--- config.mk ---
export PLATFORM = sky130hd
export DESIGN_NAME = pta_ctrl
export DESIGN_NICKNAME = d
export VERILOG_FILES = /design/src/rtl/core/pta_pkg.sv /design/src/rtl/core/pta_ctrl.sv
export SDC_FILE = /design/constraint.sdc
export NUM_CORES = 1
export LEC_CHECK = 0
export ABC_CLOCK_PERIOD_IN_PS = 2300
export BUFFER_PORTS_ARGS = -buffer_cell sky130_fd_sc_hd__buf_2
export CAP_MARGIN = 10
export CORE_AREA = 3 3 40 42
export DETAILED_ROUTE_END_ITERATION = 16
export DIE_AREA = 0 0 43 45
export GPL_TIMING_DRIVEN = 1
export SLEW_MARGIN = 25
export SYNTH_ARGS = -nofsm -noshare
export SYNTH_HDL_FRONTEND = slang
export SYNTH_SLANG_ARGS = --single-unit
--- constraint.sdc ---
create_clock -name clock -period 2.3 [get_ports clock]
set_input_delay 0.115 -clock clock [delete_from_list [all_inputs] [get_ports clock]]
set_output_delay 0.115 -clock clock [all_outputs]
set_load 0.05 [all_outputs]
--- src/rtl/core/pta_pkg.sv ---
// ----------------------------------------------------------------------------
// pta_pkg: shared types and constants of the trade aggregator
// Table geometry, status codes, record layout and controller commands.
// ----------------------------------------------------------------------------
package pta_pkg;

   localparam int TABLE_DEPTH = 64;
   localparam int IDX_W = (TABLE_DEPTH > 1) ? $clog2(TABLE_DEPTH) : 1;
   localparam int FILL_W = $clog2(TABLE_DEPTH + 1);
   localparam int QUO_W = 31;
   localparam int CNT_W = $clog2(QUO_W + 1);

   localparam logic [1:0] ST_UPDATED  = 2'd0;
   localparam logic [1:0] ST_INSERTED = 2'd1;
   localparam logic [1:0] ST_FULL     = 2'd2;
   localparam logic [1:0] ST_EMPTY    = 2'd3;

   localparam logic FUNC_TRADE = 1'b0;
   localparam logic FUNC_READ  = 1'b1;

   typedef struct packed {
      logic [39:0] last_time;
      logic [39:0] gap;
      logic [47:0] volume;
      logic [62:0] notional;
      logic [30:0] peak;
   } record_type;

   typedef struct packed {
      logic capture;
      logic lookup;
      logic fetch;
      logic update;
   } cmd_type;

   typedef struct packed {
      logic div_done;
   } stat_type;

endpackage

--- src/rtl/core/pta_ctrl.sv ---
// ----------------------------------------------------------------------------
// pta_ctrl: item sequencer
// Steps each item through capture, lookup, fetch, update, divide, respond.
// ----------------------------------------------------------------------------
module pta_ctrl (
   input  logic              clock,
   input  logic              reset,
   input  logic              req_valid,
   output logic              req_ready,
   output logic              rsp_valid,
   input  logic              rsp_ready,
   input  pta_pkg::stat_type stat,
   output pta_pkg::cmd_type  cmd
);

   localparam logic [2:0] S_IDLE    = 3'd0;
   localparam logic [2:0] S_LOOKUP  = 3'd1;
   localparam logic [2:0] S_FETCH   = 3'd2;
   localparam logic [2:0] S_UPDATE  = 3'd3;
   localparam logic [2:0] S_DIVIDE  = 3'd4;
   localparam logic [2:0] S_RESPOND = 3'd5;

   logic [2:0] state_ff, state_in;

   always_comb begin
      state_in = state_ff;
      case (state_ff)
         S_IDLE:    if (req_valid) state_in = S_LOOKUP;
         S_LOOKUP:  state_in = S_FETCH;
         S_FETCH:   state_in = S_UPDATE;
         S_UPDATE:  state_in = S_DIVIDE;
         S_DIVIDE:  if (stat.div_done) state_in = S_RESPOND;
         S_RESPOND: if (rsp_ready) state_in = S_IDLE;
         default:   state_in = S_IDLE;
      endcase
   end

   always_ff @(posedge clock) begin
      if (reset) begin
         state_ff <= S_IDLE;
      end else begin
         state_ff <= state_in;
      end
   end

   assign req_ready = (state_ff == S_IDLE) && !reset;
   assign rsp_valid = (state_ff == S_RESPOND);
   assign cmd.capture = req_ready && req_valid;
   assign cmd.lookup = (state_ff == S_LOOKUP);
   assign cmd.fetch = (state_ff == S_FETCH);
   assign cmd.update = (state_ff == S_UPDATE);

endmodule

==> reports/qor.txt, run 1 <==
status: finished clean
DRT iter0 DRCs: 1
# DRC: 0
Setup Fix Bufs, Post-CTS: 0
reg2reg path depth: 3
Synth Area in XOR/XNOR: 4.00%
placed cell count: 45
Pwr Density: 964 nW/um^2
layout cells sized above 1: 44.1%
hpwl dp: 352 um
Worst-Margin Slew: 385 ps
Synth Area in Adders: 0%
Post-CTS Resized: 0
crit path DAT: 1380 ps
Period Utilization, post-route: 65.0%
crit start category: register
post-DR wirelength/cell: 9.94 um
multiplexer area fraction after synthesis: 4.57%
Filler cells: 145
global-route wire length before repair: 738 um
largest family of logic cells by synthesized area: simple AND/OR/NAND/NOR gates
Unique masters post-synth: 18
Clock Skew: 0.546 ps
vias per cell: 4.06
Total GRT Usage: 5.41%
CTS tree: yes
biggest area consumer among synthesized cells: dfxtp_1
Syn Area/Cell: 9.52 um^2
Synth Warn #: 0
Layout Nets: 40
clk buf depth: 2
Worst IR Drop VDD: 0.000230 V
Seq/Total Area, Yosys: 27.4%
top cells by area, synth: dfxtp_1 27%, buf_6 10%, nor4_4 9.7%
full die area: 1940 um^2
Compound-Gate Fraction of Synth Area: 16.6%
Synth Net Count: 28
Final Hold Violating Endpoints: 0
total CTS buffers: 3
I/O pin cnt: 11
Core Rows: 13
core area: 1280 um^2
Hold Path Origin: reset
Mapped Area: 219 um^2
Clock Latency Late Sink: 230 ps
clk root buf: clkbuf_4
Final Instance Count excl. Fillers: 49
Design Power: 0.274 mW
most common cell after layout, fill and taps aside: buf_2
Cells on Worst Hold Path: 2
Die Wd: 43 um
R2R setup slack: 1140 ps
share of the synthesized area in the top cell type: 27.4%
FF+latch count, synth: 3
hold buffers post-CTS: 0
Die Y: 45 um
r2r startpoint: state_ff[2]
starting density of the core: 17.0%
H-tree Lvls: 1
clk sinks: 3
reg-to-reg endpoint: state_ff[0]
CTS clk-pin slew, worst paths: 40 ps
Worst Setup Path Type: reg -> out
Port Buf Inserts: 10
fin crit period: 1490 ps
max FFs per register: 3
Worst Hold End: state_ff[1]
GRT overflow: 0
worst min-delay path class: in -> reg
Post-Synth Simple-Gate Area: 30.3%
Synth Instances: 23
Setup TNS: 0 ps
first drt pass iteration count: 2
post-layout util: 22.1%
RSZ-0062 raised after global routing: false
max_slew headroom: 74.3%
setup violators final: 0
leak pwr: 0.132 nW
WL final: 487 um
post-route ant nets: 0
number of global-route vias before repair: 187
Worst EP required: 2180 ps
largest net degree at the start of global routing: 10
top flop regs: state_ff: 3 flops
GP Congestion: 0.718
initial antenna violation count: 0
multi-input logic area: 121 um^2
highest clock rate: 669 MHz
Reg area: 60.1 um^2
commonest cells after routing, fill and taps aside: 10 x buf_2, 3 x clkbuf_4, 3 x dfxtp_1
synth-to-layout area growth: 29.7%
n_diodes: 0
Max Cap Violations: 0
worst-path fanout max: 9
critical path endpoint category: output pin
max-slew violations: 0
Biggest register: state_ff
vias: 199
worst max-delay path: stages, from the launching register on:
cell and delay, ps:
dfxtp_1 410, nor4_4 320, and2_1 150, buf_2 250
report_power, final:
part           total, mW  switching [mW]  internal, mW
clock             0.0955          0.0303        0.0652
sequential        0.0818          0.0218        0.0599
combinational     0.0966          0.0636        0.0329
total              0.274           0.116         0.158
synthesized netlist by cell type:
library cell	instances
a211oi_1	1
and2_1	1
and3_4	1
buf_4	1
buf_6	2
dfxtp_1	3
inv_1	2
mux2i_1	1
nand2_1	1
nor2_1	1
nor3_1	1
nor3b_1	2
nor4_4	1
o211a_1	1
o21a_1	1
o21ai_0	1
o22ai_1	1
xnor2_1	1
layer usage:
layer / global-route usage, % / routed length, um / up-vias / part of all wire (%)
li1: - / - / 101 / -
met1: 6.49 / 221 / 86 / 45
met2: 6.29 / 202 / 10 / 41
met3: 0.797 / 47 / 2 / 9.7
met4: 9.04 / 14 / 0 / 2.9
met5: 0 / 0 / - / 0
logic make-up after synthesis:
kind of cell / count (synthesis)
multiplexers: 1
AO/OA/AOI/OAI: 5
AND/OR/NAND/NOR: 8
XOR/XNOR: 1
buffers and inverters: 5
flip-flops: 3
through the flow:
stage | hold WS, ps | worst slack, ps | instance area [um^2]
3_3_place_gp | 340 | 1090 | 258
3_5_place_dp | 351 | 1060 | 258
6_report | 107 | 806 | 284
2_1_floorplan | 192 | 559 | 219
5_1_grt | 118 | 736 | 284
4_1_cts | 102 | 800 | 284
area by class of cell:
class                      count  area share, %
multi-input combinational     15           42.7
sequential                     3           21.1
timing repair buffer          10           17.6
tap                           15           6.61
clock buffer                   4           9.25
inverter                       2           2.64
how the worst max path moves through the flow:
| stage | from | to | slack, ps | depth (start not counted) |
|---|---|---|---|---|
| after floorplan | state_ff[0] | cmd[3] | 560 | 3 |
| after global placement | state_ff[1] | cmd[3] | 1090 | 3 |
| after detailed placement | state_ff[1] | cmd[3] | 1060 | 3 |
| after CTS | state_ff[1] | cmd[3] | 800 | 3 |
| after global routing | state_ff[1] | cmd[3] | 740 | 3 |
| final | state_ff[1] | cmd[3] | 810 | 3 |
Note: power is estimated with default switching activity, not from simulation.
==> run 2, diff against run 1 <==
--- a/config.mk
+++ b/config.mk
@@ -5,7 +5,8 @@
 export SDC_FILE = /design/constraint.sdc
 export NUM_CORES = 1
 export LEC_CHECK = 0
-export ABC_CLOCK_PERIOD_IN_PS = 2300
+export ABC_AREA = 1
+export ABC_CLOCK_PERIOD_IN_PS = 1300
 export BUFFER_PORTS_ARGS = -buffer_cell sky130_fd_sc_hd__buf_2
 export CAP_MARGIN = 10
 export CORE_AREA = 3 3 40 42
==> constraint.sdc (replaced) <==
create_clock -name clock -period 1.3 [get_ports clock]
set_input_delay 0.065 -clock clock [delete_from_list [all_inputs] [get_ports clock]]
set_output_delay 0.065 -clock clock [all_outputs]
set_load 0.05 [all_outputs]
==> reports/qor.txt, run 2 <==
core area: 1280 um^2 (unchanged)
multiplexer area fraction after synthesis: 0% (-4.6 points)
Final Hold Violating Endpoints: 0 (unchanged)
max_slew headroom: 83.4% (+9.1 points)
commonest cells after routing, fill and taps aside: 8 x inv_1, 7 x buf_2, 5 x nand2_1
crit path DAT: 1140 ps (-240 ps)
Mapped Area: 199 um^2 (-9.1%)
top flop regs: state_ff: 3 flops
hpwl dp: 359 um (+2.0%)
Core Rows: 13 (unchanged)
fin crit period: 1210 ps
design area: 318 um^2 (+12%)
Die Y: 45 um (unchanged)
GP Congestion: 0.662 (-7.8%)
clk sinks: 3 (unchanged)
sequential share of power: 27.9% (-2.0 points)
synth-to-layout area growth: 59.7%
Int Pwr: 0.280 mW (+77%)
Sw Share: 42.3% (about the same)
Die Wd: 43 um (unchanged)
WL final: 494 um (+1.4%)
Worst IR Drop VDD: 0.000520 V (+130%)
status: finished clean
Syn Area/Cell: 6.03 um^2 (-37%)
total CTS buffers: 3 (unchanged)
Clock Skew: 0.545 ps (-0.000250 ps)
Reg area: 62.6 um^2 (+4.2%)
Compound-Gate Fraction of Synth Area: 11.3% (-5.3 points)
hold buffers post-CTS: 0 (unchanged)
first drt pass iteration count: 3 (+1)
max-slew violations: 0 (unchanged)
share of the synthesized area in the top cell type: 30.2% (+2.8 points)
CTS clk-pin slew, worst paths: 40 ps (about the same)
Total GRT Usage: 5.57% (+0.17 points)
clk root buf: clkbuf_4
vias per cell: 3.85 (-5.1%)
Post-CTS Resized: 2 (+2)
largest net degree at the start of global routing: 9 (-1)
full die area: 1940 um^2 (unchanged)
worst min-delay path class: in -> reg
GRT overflow: 0 (unchanged)
worst-path fanout max: 5 (-4)
Period Utilization, post-route: 92.8%
H-tree Lvls: 1 (unchanged)
Setup TNS: 0 ps (unchanged)
CP max-delay cell: dfxtp_1
largest family of logic cells by synthesized area: simple AND/OR/NAND/NOR gates
post-layout util: 24.7% (+2.6 points)
n_diodes: 0 (unchanged)
Setup Fix Bufs, Post-CTS: 0 (unchanged)
Synth Instances: 33 (+43%)
layout cells sized above 1: 43.5% (-0.64 points)
critical path endpoint category: output pin
Port Buf Inserts: 10 (unchanged)
Synth Net Count: 38 (+36%)
CP peak stage delay: 420 ps (about the same)
Layout Nets: 52 (+30%)
Synth Warn #: 0 (unchanged)
number of global-route vias before repair: 202 (+8.0%)
Seq/Total Area, Yosys: 30.2% (+2.8 points)
Async SR Flop Fraction: 0% (unchanged)
# DRC: 0 (unchanged)
dominant synthesized flop cell: dfxtp_1
DRT iter0 DRCs: 4 (+3)
setup violators final: 0 (unchanged)
Worst Setup Path Type: reg -> out
biggest area consumer among synthesized cells: dfxtp_1
Worst-Margin Slew: 251 ps (-135 ps)
initial antenna violation count: 0 (unchanged)
placed cell area: 273 um^2 (+5.8%)
Filler cells: 150 (+3.4%)
count of flip-flops with a built-in enable after synthesis: 0 (unchanged)
top cells by area, synth: dfxtp_1 30%, inv_1 15%, nand2_1 9.4%
clk buf depth: 2 (unchanged)
Clock Latency Late Sink: 230 ps (about the same)
Unique masters post-synth: 12 (-6)
leak pwr: 0.179 nW (+35%)
global-route wire length before repair: 786 um (+6.5%)
Biggest register: state_ff
Logic pwr share: 38.9% (+3.6 points)
crit start category: register
worst hold slack: 63.5 ps (-43.3 ps)
vias: 235 (+18%)
starting density of the core: 15.5% (-1.6 points)
critical path cell sequence: inv_1 -> nor3_2 -> clkbuf_4
Synth Area in Adders: 0% (unchanged)
Max Cap Violations: 0 (unchanged)
Commonest cells post-synth: 8 x inv_1, 5 x nand2_1, 4 x nor2_1
Pwr Density: 1530 nW/um^2 (+58%)
CTS tree: yes
most common cell after layout, fill and taps aside: inv_1
Synth Area in XOR/XNOR: 0% (-4.0 points)
max FFs per register: 3 (unchanged)
multi-input logic area: 119 um^2 (-2.1%)
Post-Synth Simple-Gate Area: 40.9% (+11 points)
FF+latch count, synth: 3 (unchanged)
setup ws final: 93.1 ps (-713 ps)
Worst EP required: 1240 ps (-940 ps)
post-DR wirelength/cell: 8.10 um (-19%)
highest clock rate: 829 MHz
Clk pwr share: 33.2% (-1.7 points)
pre-CTS setup slack: 215 ps (-844 ps)
post-route ant nets: 0 (unchanged)
I/O pin cnt: 11 (unchanged)
NetSw: 0.205 mW (+77%)
most frequent cell after synthesis: inv_1
run 2: cell types whose count changed in the layout (fill, tap and decap cells not counted), sizes merged, moves of 2 or more:
cell / previous run / this run
nor2: 1 / 6
nor3b: 2 / 0
nand3: 0 / 3
a21oi: 0 / 2
nor3: 1 / 3
inv: 2 / 8
nand2: 1 / 5
run 2: cells by family after synthesis:
group,count (synthesis)
DFF,3
buffers and inverters,9
AOI/OAI and AO/OA,4
and+or+nand+nor,17
run 2: area by class of cell:
cell class | instances | area share, %
sequential | 3 | 19.7
timing repair buffer | 10 | 19.3
inverter | 8 | 9.45
tap | 15 | 5.91
multi-input combinational | 21 | 37.4
clock buffer | 4 | 8.27
run 2: worst paths after layout:
path / depth (start not counted) / start / endpoint / slack (ps)
setup / recovery: 3 / state_ff[1] / cmd[1] / 90
hold reg to reg: 2 / state_ff[0] / state_ff[1] / 590
setup reg to reg: 5 / state_ff[1] / state_ff[0] / 290
hold / removal: 2 / reset / state_ff[2] / 60
run 2: metrics by stage:
| step | instances | power [mW] |
|---|---|---|
| floorplan | 33 | 0.268 |
| global placement | 57 | 0.304 |
| detailed placement | 57 | 0.307 |
| CTS | 61 | 0.480 |
| global route | 61 | 0.511 |
| finish | 61 | 0.485 |
run 2: power groups by stage:
stage          logic (mW)  registers (mW)  clock network (mW)
6_report            0.189           0.135               0.161
3_3_place_gp        0.174           0.130                   0
4_1_cts             0.182           0.129               0.168
5_1_grt             0.202           0.139               0.170
3_5_place_dp        0.176           0.131                   0
2_1_floorplan       0.147           0.121                   0
run 2: worst max-delay path: cells and delay by family (launching register included):
kind                   cells  cell delay (ps)
buffers and inverters      2              370
DFF                        1              420
and+or+nand+nor            1              110
run 2: metal layers:
layer  share of wire, %  wire length (um)  vias to the layer above  track usage [%]
li1                   -                 -                      127                -
met1                 46               226                       99             6.97
met2                 47               230                        9             7.78
met3                7.5                37                        0                0
met4                  0                 0                        0             7.23
met5                  0                 0                        -                0
==> run 3, diff against run 2 <==
--- a/config.mk
+++ b/config.mk
@@ -9,9 +9,9 @@
 export ABC_CLOCK_PERIOD_IN_PS = 1300
 export BUFFER_PORTS_ARGS = -buffer_cell sky130_fd_sc_hd__buf_2
 export CAP_MARGIN = 10
-export CORE_AREA = 3 3 40 42
+export CORE_AREA = 2 2 39 41
 export DETAILED_ROUTE_END_ITERATION = 16
-export DIE_AREA = 0 0 43 45
+export DIE_AREA = 0 0 41 43
 export GPL_TIMING_DRIVEN = 1
 export SLEW_MARGIN = 25
 export SYNTH_ARGS = -nofsm -noshare
==> reports/qor.txt, run 3 (synthesis gave the netlist of run 2 again) <==
leak pwr: 0.186 nW (+4.1%)
Total GRT Usage: 6.91% (+1.3 points)
placed cell count: 58 (+1.8%)
Setup TNS: 0 ps (unchanged)
Clock Skew: 1.56 ps (+1.01 ps)
first drt pass iteration count: 2 (-1)
Final Hold Violating Endpoints: 0 (unchanged)
Port Buf Inserts: 10 (unchanged)
top flop regs: state_ff: 3 flops
design area: 335 um^2 (+5.5%)
Worst-Margin Slew: 249 ps (-1.75 ps)
max-slew violations: 0 (unchanged)
vias per cell: 3.94 (+2.2%)
worst min-delay path class: in -> reg
GP Congestion: 0.740 (+12%)
clk buf depth: 2 (unchanged)
crit start category: register
commonest cells after routing, fill and taps aside: 8 x inv_1, 8 x buf_2, 4 x nand2_1, 4 x nor2_1, 4 x clkbuf_4
Final Instance Count excl. Fillers: 63 (+3.3%)
DRT iter0 DRCs: 1 (-3)
Filler cells: 161 (+7.3%)
Die Y: 43 um (-4.4%)
clk root buf: clkbuf_4
CTS clk-pin slew, worst paths: 40 ps (about the same)
Clock Latency Late Sink: 230 ps (about the same)
WL final: 476 um (-3.6%)
setup violators final: 0 (unchanged)
Worst Setup Path Type: reg -> out
I/O pin cnt: 11 (unchanged)
n_diodes: 0 (unchanged)
Layout Nets: 53 (+1.9%)
total CTS buffers: 3 (unchanged)
Max Cap Violations: 0 (unchanged)
worst-path fanout max: 6 (+1)
CTS tree: yes
core area: 1380 um^2 (+7.7%)
status: finished clean
Pwr Density: 1480 nW/um^2 (-2.7%)
critical path endpoint category: output pin
post-route ant nets: 0 (unchanged)
starting density of the core: 14.4% (-1.1 points)
Worst IR Drop VDD: 0.000470 V (-9.6%)
full die area: 1760 um^2 (-8.9%)
Core Rows: 14 (+1)
post-DR wirelength/cell: 7.56 um (-6.7%)
global-route wire length before repair: 793 um (+0.89%)
max_slew headroom: 83.5% (+0.12 points)
Reg area: 65.1 um^2 (+4.0%)
Biggest register: state_ff
crit path DAT: 1170 ps (+30 ps)
max FFs per register: 3 (unchanged)
H-tree Lvls: 1 (unchanged)
synth-to-layout area growth: 68.6%
fin crit period: 1240 ps (+30.5 ps)
# DRC: 0 (unchanged)
multi-input logic area: 128 um^2 (+7.4%)
RSZ-0062 raised after global routing: true
initial antenna violation count: 0 (unchanged)
highest clock rate: 808 MHz (-2.5%)
placed cell area: 274 um^2 (+0.46%)
layout cells sized above 1: 46.8% (+3.3 points)
clk sinks: 3 (unchanged)
Period Utilization, post-route: 95.2% (+2.3 points)
Worst EP required: 1240 ps (about the same)
number of global-route vias before repair: 231 (+14%)
GRT overflow: 0 (unchanged)
largest net degree at the start of global routing: 9 (unchanged)
vias: 248 (+5.5%)
hpwl dp: 380 um (+5.7%)
Die Wd: 41 um (-4.7%)
[run 3: cell count changes in the layout (fill, tap and decap cells not counted)]
cell | before | now
dfxtp_2 | 2 | 1
nor3_2 | 2 | 1
nand2_1 | 5 | 4
nor3_4 | 0 | 1
dfxtp_4 | 0 | 1
buf_2 | 7 | 8
nand2_2 | 0 | 1
[run 3: timing repair]
action / 4_1_cts / 5_1_grt
pin swaps: 0 / 2
setup endpoints to repair: 1 / 2
resized for setup: 1 / 8
endpoints found under the hold margin: 0 / 0
hold buffers: 0 / 0
buffers inserted: 0 / 1
[run 3: layer usage]
layer  up-vias  global-route usage [%]  wire length (um)
met5         -                       0                 0
met1       113                    6.39               200
met3         0                    3.14                33
met2         5                    10.6               242
li1        130                       -                 -
met4         0                    6.00                 0
[run 3: report_power, final]
part,internal [mW],switching [mW]
sequential,0.108,0.0247
clock,0.115,0.0462
combinational,0.0644,0.139
[run 3: worst paths after layout]
path | start | end | slack (ps) | cells after the start
hold reg to reg | state_ff[1] | state_ff[1] | 610 | 2
setup / recovery | state_ff[0] | cmd[3] | 60 | 4
hold / removal | reset | state_ff[2] | 90 | 2
setup reg to reg | state_ff[1] | state_ff[0] | 320 | 5
[run 3: stage by stage]
step,utilization [%],setup WS (ps),hold slack (ps),total power [mW]
finish,24.2,62.6,90.3,0.498
global route,24.2,-4.69,93.8,0.539
CTS,21.9,0.788,69.5,0.480
detailed placement,19.8,227,316,0.307
global placement,19.8,235,311,0.306
floorplan,-,-11.5,137,0.268
[run 3: cell type report]
type / instances / area share, %
tap: 16 / 5.97
clock buffer: 4 / 7.84
inverter: 8 / 8.96
sequential: 3 / 19.4
timing repair buffer: 11 / 19.8
multi-input combinational: 21 / 38.1
[run 3: critical path, stage by stage (launching register included)]
cell     delay [ps]
dfxtp_4         360
nor2_4          140
nand2_2          80
nor3_4          180
buf_6           180
